### src/rtl/sorted_key_index_core_defines.svh
// shared assertion macros for the sorted key index core
`ifndef SORTED_KEY_INDEX_CORE_DEFINES_SVH
`define SORTED_KEY_INDEX_CORE_DEFINES_SVH

// same-cycle implication, checked outside reset
`define SKI_ASSERT_IMP(label, clk, rst_n, ante, cons) \
    label: assert property (@(posedge clk) disable iff (!(rst_n)) (ante) |-> (cons)) \
        else $error("sorted key index: same-cycle check failed");

// next-cycle implication, checked outside reset
`define SKI_ASSERT_NXT(label, clk, rst_n, ante, cons) \
    label: assert property (@(posedge clk) disable iff (!(rst_n)) (ante) |=> (cons)) \
        else $error("sorted key index: next-cycle check failed");

`endif

### src/rtl/ski_pkg.sv
package ski_pkg;

    localparam int KEY_W  = 32;
    localparam int OFF_W  = 8;
    localparam int STAT_W = 3;

    // request modes
    localparam logic MODE_INSERT = 1'b0;
    localparam logic MODE_LOOKUP = 1'b1;

    typedef enum logic [STAT_W-1:0] {
        STAT_INSERTED  = 3'd0,
        STAT_DUPLICATE = 3'd1,
        STAT_FULL      = 3'd2,
        STAT_FOUND     = 3'd3,
        STAT_NOT_FOUND = 3'd4
    } t_status;

    typedef enum logic [2:0] {
        ST_IDLE,
        ST_SCAN,
        ST_SHIFT,
        ST_PLACE,
        ST_RESULT
    } t_state;

    typedef struct packed {
        logic                    mode;
        logic signed [KEY_W-1:0] key;
    } t_in_word;

    typedef struct packed {
        logic [STAT_W-1:0] status;
        logic [OFF_W-1:0]  offset;
    } t_out_word;

    // one table entry as held in memory
    typedef struct packed {
        logic signed [KEY_W-1:0] key;
        logic [OFF_W-1:0]        offset;
    } t_entry;

endpackage

### src/rtl/ski_seq.sv
`include "sorted_key_index_core_defines.svh"

module ski_seq #(
    parameter int CAPACITY = 256
) (
    input  logic                          i_clk,
    input  logic                          i_rst_n,
    input  logic                          i_in_valid,
    output logic                          o_in_ready,
    input  ski_pkg::t_in_word             i_in_word,
    output logic                          o_res_valid,
    input  logic                          i_res_ready,
    output ski_pkg::t_out_word            o_res_word,
    output logic                          o_mem_we,
    output logic [$clog2(CAPACITY)-1:0]   o_mem_waddr,
    output ski_pkg::t_entry               o_mem_wdata,
    output logic                          o_mem_re,
    output logic [$clog2(CAPACITY)-1:0]   o_mem_raddr,
    input  ski_pkg::t_entry               i_mem_rdata
);

    import ski_pkg::*;

    localparam int AW = $clog2(CAPACITY);
    localparam int CW = $clog2(CAPACITY + 1);

    t_state                  r_state, n_state;
    logic                    r_mode, n_mode;
    logic signed [KEY_W-1:0] r_key, n_key;
    logic [CW-1:0]           r_count, n_count;
    logic [CW-1:0]           r_idx, n_idx;
    logic [CW-1:0]           r_pos, n_pos;
    logic                    r_pend, n_pend;
    logic [AW-1:0]           r_wa, n_wa;
    logic [STAT_W-1:0]       r_status, n_status;
    logic [OFF_W-1:0]        r_off, n_off;

    logic [CW-1:0]           idx_m1;
    logic [CW+OFF_W-1:0]     pos_ext;
    logic [OFF_W-1:0]        off_sat;
    logic                    scan_ge;
    logic                    scan_eq;

    // rank saturates at the top of the offset field
    assign pos_ext = {{OFF_W{1'b0}}, r_pos};
    assign off_sat = (|pos_ext[CW+OFF_W-1:OFF_W]) ? {OFF_W{1'b1}} : pos_ext[OFF_W-1:0];

    assign idx_m1  = r_idx - 1'b1;
    assign scan_ge = $signed(i_mem_rdata.key) >= $signed(r_key);
    assign scan_eq = i_mem_rdata.key == r_key;

    // state and datapath registers
    always_ff @(posedge i_clk) begin
        if (!i_rst_n) begin
            r_state <= ST_IDLE;
            r_count <= '0;
            r_pend  <= 1'b0;
        end else begin
            r_state <= n_state;
            r_count <= n_count;
            r_pend  <= n_pend;
        end
    end

    always_ff @(posedge i_clk) begin
        r_mode   <= n_mode;
        r_key    <= n_key;
        r_idx    <= n_idx;
        r_pos    <= n_pos;
        r_wa     <= n_wa;
        r_status <= n_status;
        r_off    <= n_off;
    end

    // next state, memory requests
    always_comb begin
        n_state  = r_state;
        n_mode   = r_mode;
        n_key    = r_key;
        n_count  = r_count;
        n_idx    = r_idx;
        n_pos    = r_pos;
        n_pend   = r_pend;
        n_wa     = r_wa;
        n_status = r_status;
        n_off    = r_off;

        o_mem_we    = 1'b0;
        o_mem_waddr = r_pos[AW-1:0];
        o_mem_wdata = '{key: r_key, offset: off_sat};
        o_mem_re    = 1'b0;
        o_mem_raddr = r_idx[AW-1:0];

        unique case (r_state)
            ST_IDLE: begin
                if (i_in_valid) begin
                    n_mode  = i_in_word.mode;
                    n_key   = i_in_word.key;
                    n_idx   = '0;
                    n_pend  = 1'b0;
                    n_state = ST_SCAN;
                end
            end

            // upward scan, one read per cycle, each compare on the word read in the cycle before
            ST_SCAN: begin
                if ((r_pend && scan_ge) || (r_idx == r_count)) begin
                    n_pend = 1'b0;
                    n_off  = '0;
                    if (r_pend && scan_ge) begin
                        n_pos = idx_m1;
                    end else begin
                        n_pos = r_count;
                    end
                    n_idx = r_count;
                    if (r_mode == MODE_LOOKUP) begin
                        n_state = ST_RESULT;
                        if (r_pend && scan_ge && scan_eq) begin
                            n_status = STAT_FOUND;
                            n_off    = i_mem_rdata.offset;
                        end else begin
                            n_status = STAT_NOT_FOUND;
                        end
                    end else if (r_pend && scan_ge && scan_eq) begin
                        n_status = STAT_DUPLICATE;
                        n_state  = ST_RESULT;
                    end else if (r_count == CW'(CAPACITY)) begin
                        n_status = STAT_FULL;
                        n_state  = ST_RESULT;
                    end else begin
                        n_state = ST_SHIFT;
                    end
                end else begin
                    o_mem_re = 1'b1;
                    n_idx    = r_idx + 1'b1;
                    n_pend   = 1'b1;
                end
            end

            // move entries above the slot up by one, top first
            ST_SHIFT: begin
                if (r_pend) begin
                    o_mem_we    = 1'b1;
                    o_mem_waddr = r_wa;
                    o_mem_wdata = i_mem_rdata;
                end
                if (r_idx == r_pos) begin
                    n_pend  = 1'b0;
                    n_state = ST_PLACE;
                end else begin
                    o_mem_re    = 1'b1;
                    o_mem_raddr = idx_m1[AW-1:0];
                    n_wa        = r_idx[AW-1:0];
                    n_idx       = idx_m1;
                    n_pend      = 1'b1;
                end
            end

            // write the new key into the freed slot
            ST_PLACE: begin
                o_mem_we = 1'b1;
                n_count  = r_count + 1'b1;
                n_status = STAT_INSERTED;
                n_off    = off_sat;
                n_state  = ST_RESULT;
            end

            ST_RESULT: begin
                if (i_res_ready) begin
                    n_state = ST_IDLE;
                end
            end

            default: begin
                n_state = ST_IDLE;
            end
        endcase
    end

    assign o_in_ready  = r_state == ST_IDLE;
    assign o_res_valid = r_state == ST_RESULT;
    assign o_res_word  = '{status: r_status, offset: r_off};

    // table never overflows
    `SKI_ASSERT_IMP(a_count_bound, i_clk, i_rst_n, 1'b1, r_count <= CW'(CAPACITY))
    // scan never writes the table
    `SKI_ASSERT_IMP(a_scan_no_write, i_clk, i_rst_n, r_state == ST_SCAN, !o_mem_we)
    // shift writes only above the insertion slot
    `SKI_ASSERT_IMP(a_shift_above_pos, i_clk, i_rst_n, (r_state == ST_SHIFT) && o_mem_we, CW'(o_mem_waddr) > r_pos)
    // count grows by one exactly after a placement
    `SKI_ASSERT_NXT(a_count_inc, i_clk, i_rst_n, r_state == ST_PLACE, r_count == $past(r_count) + 1'b1)
    `SKI_ASSERT_NXT(a_count_hold, i_clk, i_rst_n, r_state != ST_PLACE, $stable(r_count))

endmodule

### config.mk
export PLATFORM = sky130hd
export DESIGN_NAME = ski_seq
export DESIGN_NICKNAME = d
export VERILOG_FILES = /design/src/rtl/ski_pkg.sv /design/src/rtl/ski_seq.sv
export VERILOG_INCLUDE_DIRS = /design/src /design/src/rtl
export SDC_FILE = /design/constraint.sdc
export NUM_CORES = 1
export LEC_CHECK = 0
export ABC_CLOCK_PERIOD_IN_PS = 3800
export BUFFER_PORTS_ARGS = -buffer_cell sky130_fd_sc_hd__buf_2
export CAP_MARGIN = 20
export CORE_AREA = 2 2 107 119
export DETAILED_ROUTE_END_ITERATION = 6
export DIE_AREA = 0 0 109 121
export GPL_TIMING_DRIVEN = 0
export PLACE_DENSITY_LB_ADDON = 0.3
export SLEW_MARGIN = 0
export SYNTH_ARGS = -nofsm -noshare
export SYNTH_HDL_FRONTEND = slang
export SYNTH_SLANG_ARGS = --single-unit
### constraint.sdc
create_clock -name i_clk -period 3.8 [get_ports i_clk]
set_clock_uncertainty 0.05 [all_clocks]
set_input_delay 0.38 -clock i_clk [delete_from_list [all_inputs] [get_ports i_clk]]
set_output_delay 0.38 -clock i_clk [all_outputs]
set_load 0.01 [all_outputs]
==> impl_table.tex <==
\begin{tabular}{lr}
\hline
Metric & Value \\
\hline
\multicolumn{2}{l}{\textbf{Layout}} \\
\quad Antenna diode instance count & 0 \\
\quad Filler cells & 1,087 \\
\quad Post-layout utilization of the core & 54.9\% \\
\quad Layout cell share with drive strength beyond 1 & 33.2\% \\
\quad Leading cell type in the layout, fill and taps excluded & buf\_2 \\
\quad Leading cell types in the layout, fill and taps excluded & buf\_2 (159), edfxtp\_1 (70), nand2\_1 (45) \\
\quad Final nets & 788 \\
\quad Synth-to-layout area growth & 23.3\% \\
\multicolumn{2}{l}{\textbf{Worst setup path}} \\
\quad Critical Path Slowest Stage Cell & clkinv\_1 \\
\quad Worst path bufs/invs & 3 \\
\quad Type of destination of the critical path & output port \\
\quad Arrival time reported for the critical path endpoint & 3.06 ns \\
\quad Category of the most critical setup path & register to output port \\
\quad Endpoint of the worst-slack reg-to-reg timing path & r\_off[5] \\
\quad R2R cell count & 9 \\
\quad Maximum fanout along the worst path & 16 \\
\quad Crit-path cells & buf\_2 > xnor2\_1 > nand3\_1 > nor4\_2 > nand2b\_2 > clkinv\_1 > nand2\_1 > xnor2\_1 > buf\_2 \\
\quad Startpoint type of the worst setup path & register \\
\quad Critical Path Max Stage Delay & 0.56 ns \\
\quad Family with the most delay on the worst path & buffers and inverters \\
\quad Crit Reg-Reg Startpoint & r\_key[31] \\
\quad Critical path required time & 3.37 ns \\
\quad R2r setup slk & 0.52 ns \\
\multicolumn{2}{l}{\textbf{Clock network}} \\
\quad Clk Latency, worst-skew pair & 0.34 ns \\
\quad Setup bufs post-CTS & 0 \\
\quad Clock tree from TritonCTS & yes \\
\quad Buffer depth of the longest clock path & 2 \\
\quad Root Buffer & clkbuf\_16 \\
\quad Hold buffer count at CTS & 0 \\
\quad TritonCTS Buffers & 9 \\
\quad Clock transition at the registers of the reported paths & 0.06 ns \\
\quad Number of levels the H-tree was split into & 3 \\
\quad Clock sink count & 83 \\
\quad Total of cells resized after clock tree synthesis & 0 \\
\multicolumn{2}{l}{\textbf{Timing}} \\
\quad Max\_slew headroom & 32.2\% \\
\quad Setup repair after global routing missed its margin & false \\
\quad Final Max Slew Viols & 0 \\
\quad Maximum clock frequency & 287 MHz \\
\quad Number of hold-slack violations in the final timing report & 0 \\
\quad Slew at the pin with the worst max-slew slack & 1.02 ns \\
\quad Final number of setup-violating endpoints & 0 \\
\quad Final total negative setup slack & 0 ns \\
\quad Crit path time final & 3.49 ns \\
\quad Post-route clock period utilization & 91.8\% \\
\multicolumn{2}{l}{\textbf{Logic synthesis}} \\
\quad Area share of and/or/nand/nor cells after synthesis & 14.4\% \\
\quad Compound-gate portion of the synthesized area & 11.4\% \\
\quad Synth Area in Adders & 8.72\% \\
\quad Area of the mapped netlist & 5310 µm² \\
\quad Syn Inst Count & 516 \\
\quad XOR/XNOR share of the synthesized area & 6.60\% \\
\quad Synthesized netlist net count & 630 \\
\quad Number of synthesized flops with an enable pin & 70 \\
\quad Sequential-to-total area share from yosys stat & 44.5\% \\
\quad Synthesized flop and latch total & 83 \\
\quad Async set-reset flop share out of synthesis & 0\% \\
\quad Count of different cell masters after synthesis & 56 \\
\quad Warnings, synthesis & 0 \\
\quad Fraction of synthesized area in multiplexers & 8.93\% \\
\quad Syn\_area\_per\_cell & 10.3 µm² \\
\quad Dominant combinational cell family by area after synthesis & simple AND/OR/NAND/NOR gates \\
\quad Dominant synthesized flop cell & edfxtp\_1 \\
\multicolumn{2}{l}{\textbf{Drt}} \\
\quad Count of antenna-violating nets left after detailed routing & 0 \\
\quad Via count of the routed design & 4,400 \\
\quad 1st-iter DRT viols & 305 \\
\quad Number of search-and-repair iterations in the first detailed-routing pass & 4 \\
\quad Routed len/inst & 16.2 µm \\
\quad Number of remaining DRC errors & 0 \\
\quad Vias per cell & 5.29 \\
\quad Total wirelength of the detailed-routed design & 13,400 µm \\
\multicolumn{2}{l}{\textbf{Hold path}} \\
\quad End point of the worst hold path & r\_key[18] \\
\quad Number of cells on the worst hold path & 1 \\
\quad Worst min-delay path startpoint & i\_in\_word[18] \\
\quad Class of the tightest hold or removal check & primary input to register \\
\multicolumn{2}{l}{\textbf{Global route}} \\
\quad Number of global-route vias before repair & 4,302 \\
\quad Global router's overall resource usage & 20.9\% \\
\quad Wire length of the first global-routing pass & 21,300 µm \\
\quad Number of antenna violations at the first check in global routing & 0 \\
\quad Sum of overflow across all layers after global routing & 0 \\
\quad Largest net degree at the start of global routing & 34 \\
\multicolumn{2}{l}{\textbf{Die}} \\
\quad Die area & 13,200 µm² \\
\quad Row Count & 42 \\
\quad Horizontal extent of the die & 109 µm \\
\quad Height of the chip & 121 µm \\
\quad I/O pins & 148 \\
\quad Core footprint & 11,900 µm² \\
\quad Initial core utilization & 44.5\% \\
\multicolumn{2}{l}{\textbf{Pwr}} \\
\quad Worst VDD drop & 0.000383 V \\
\quad Cell Pwr Density & 631 nW/µm² \\
\quad Static power due to leakage & 2.78 nW \\
\multicolumn{2}{l}{\textbf{Outcome}} \\
\quad Outcome & finished, final reports clean \\
\multicolumn{2}{l}{\textbf{Placed design}} \\
\quad Gpl congestion & 0.872 \\
\quad IO buf count & 147 \\
\quad Half-perimeter wire length after placement & 10,400 µm \\
\multicolumn{2}{l}{\textbf{Flow run}} \\
\quad Number of maximum-capacitance constraint violations & 0 \\
\hline
\end{tabular}
[cells in the mapped netlist (all sizes together), types with 2 or more instances]
cell / count / share of area [%]
nor2: 38 / 2.7
nor4: 6 / 0.94
nor2b: 4 / 0.47
clkbuf: 13 / 0.92
ha: 37 / 8.7
a221oi: 6 / 1.1
nand3: 10 / 0.94
a221o: 3 / 0.57
mux2: 40 / 8.5
a21boi: 3 / 0.42
o21ai: 25 / 2.4
a21oi: 29 / 2.7
and3: 5 / 0.59
dfxtp: 13 / 4.9
o31ai: 2 / 0.28
nand4: 12 / 1.5
inv: 40 / 2.8
xor2: 11 / 1.8
nand2b: 4 / 0.52
nor3: 8 / 0.85
o21a: 5 / 0.71
edfxtp: 70 / 40
xnor2: 29 / 4.8
o211ai: 4 / 0.57
a211oi: 4 / 0.80
nand2: 45 / 3.2
o2bb2ai: 5 / 0.82
mux2i: 2 / 0.45
nor3b: 3 / 0.52
or3: 4 / 0.47
and2: 9 / 1.1
buf: 16 / 1.7
[logic make-up (layout without fill, tap and decap cells)]
group | Yosys count | in the layout
compound gates | 92 | 92
mux | 42 | 42
fa+ha+maj | 37 | 37
buf+inv | 70 | 232
simple gates | 152 | 152
flops | 83 | 83
xor+xnor | 40 | 40
[registers in the layout (all words and copies together) (netlist names)]
register	count
r_mode	1
r_key	32
r_pos	9
r_status	3
r_state	3
r_wa	8
r_idx	9
r_off	8
r_pend	1
r_count	9
[worst max path at each step]
stage                                from        endpoint  slack, ns  depth (start not counted)
after floorplan           i_mem_rdata[39]        r_off[0]       1.15                          8
after global routing             r_idx[4]  o_mem_raddr[2]       0.12                          9
after detailed placement  i_mem_rdata[39]        r_off[6]       0.40                          9
after global placement    i_mem_rdata[39]        r_off[6]       0.42                          9
final                            r_idx[4]  o_mem_raddr[2]       0.31                          9
after CTS                        r_idx[4]  o_mem_raddr[2]       0.31                          9
[layer usage]
layer,share of wire [%],routed length (µm),vias up,GRT usage [%]
met5,0,0,-,0
met4,1.8,248,0,7.45
met3,5.2,693,19,3.22
met2,49,6570,144,35.1
met1,44,5930,2068,27.3
li1,-,-,2169,-
[layout make-up]
type / instances / area, µm² / area share [%]
timing repair buffer: 147 / 736 / 11.2
tap: 154 / 193 / 2.94
inverter: 41 / 154 / 2.35
clock inverter: 5 / 77.6 / 1.19
multi-input combinational: 363 / 2660 / 40.6
sequential: 83 / 2360 / 36.1
buffer: 29 / 139 / 2.12
clock buffer: 10 / 229 / 3.50
[report_power, final]
part / internal, W / switching (W)
Sequential: 0.00131 / 0.000124
Clock: 0.000571 / 0.000354
Combinational: 0.000696 / 0.00108
Total: 0.00258 / 0.00155
[metrics by stage]
stage / std cells / power (W) / hold slack, ns / cell area (µm²) / setup slack [ns]
floorplan: 516 / 0.00262 / 0.371 / 5310 / 1.15
global placement: 817 / 0.00317 / 0.376 / 6240 / 0.423
detailed placement: 817 / 0.00322 / 0.377 / 6240 / 0.403
CTS: 832 / 0.00415 / 0.153 / 6550 / 0.307
global route: 832 / 0.00439 / 0.149 / 6550 / 0.119
finish: 832 / 0.00413 / 0.161 / 6550 / 0.311
No activity file was read; power rests on OpenSTA's default activity.
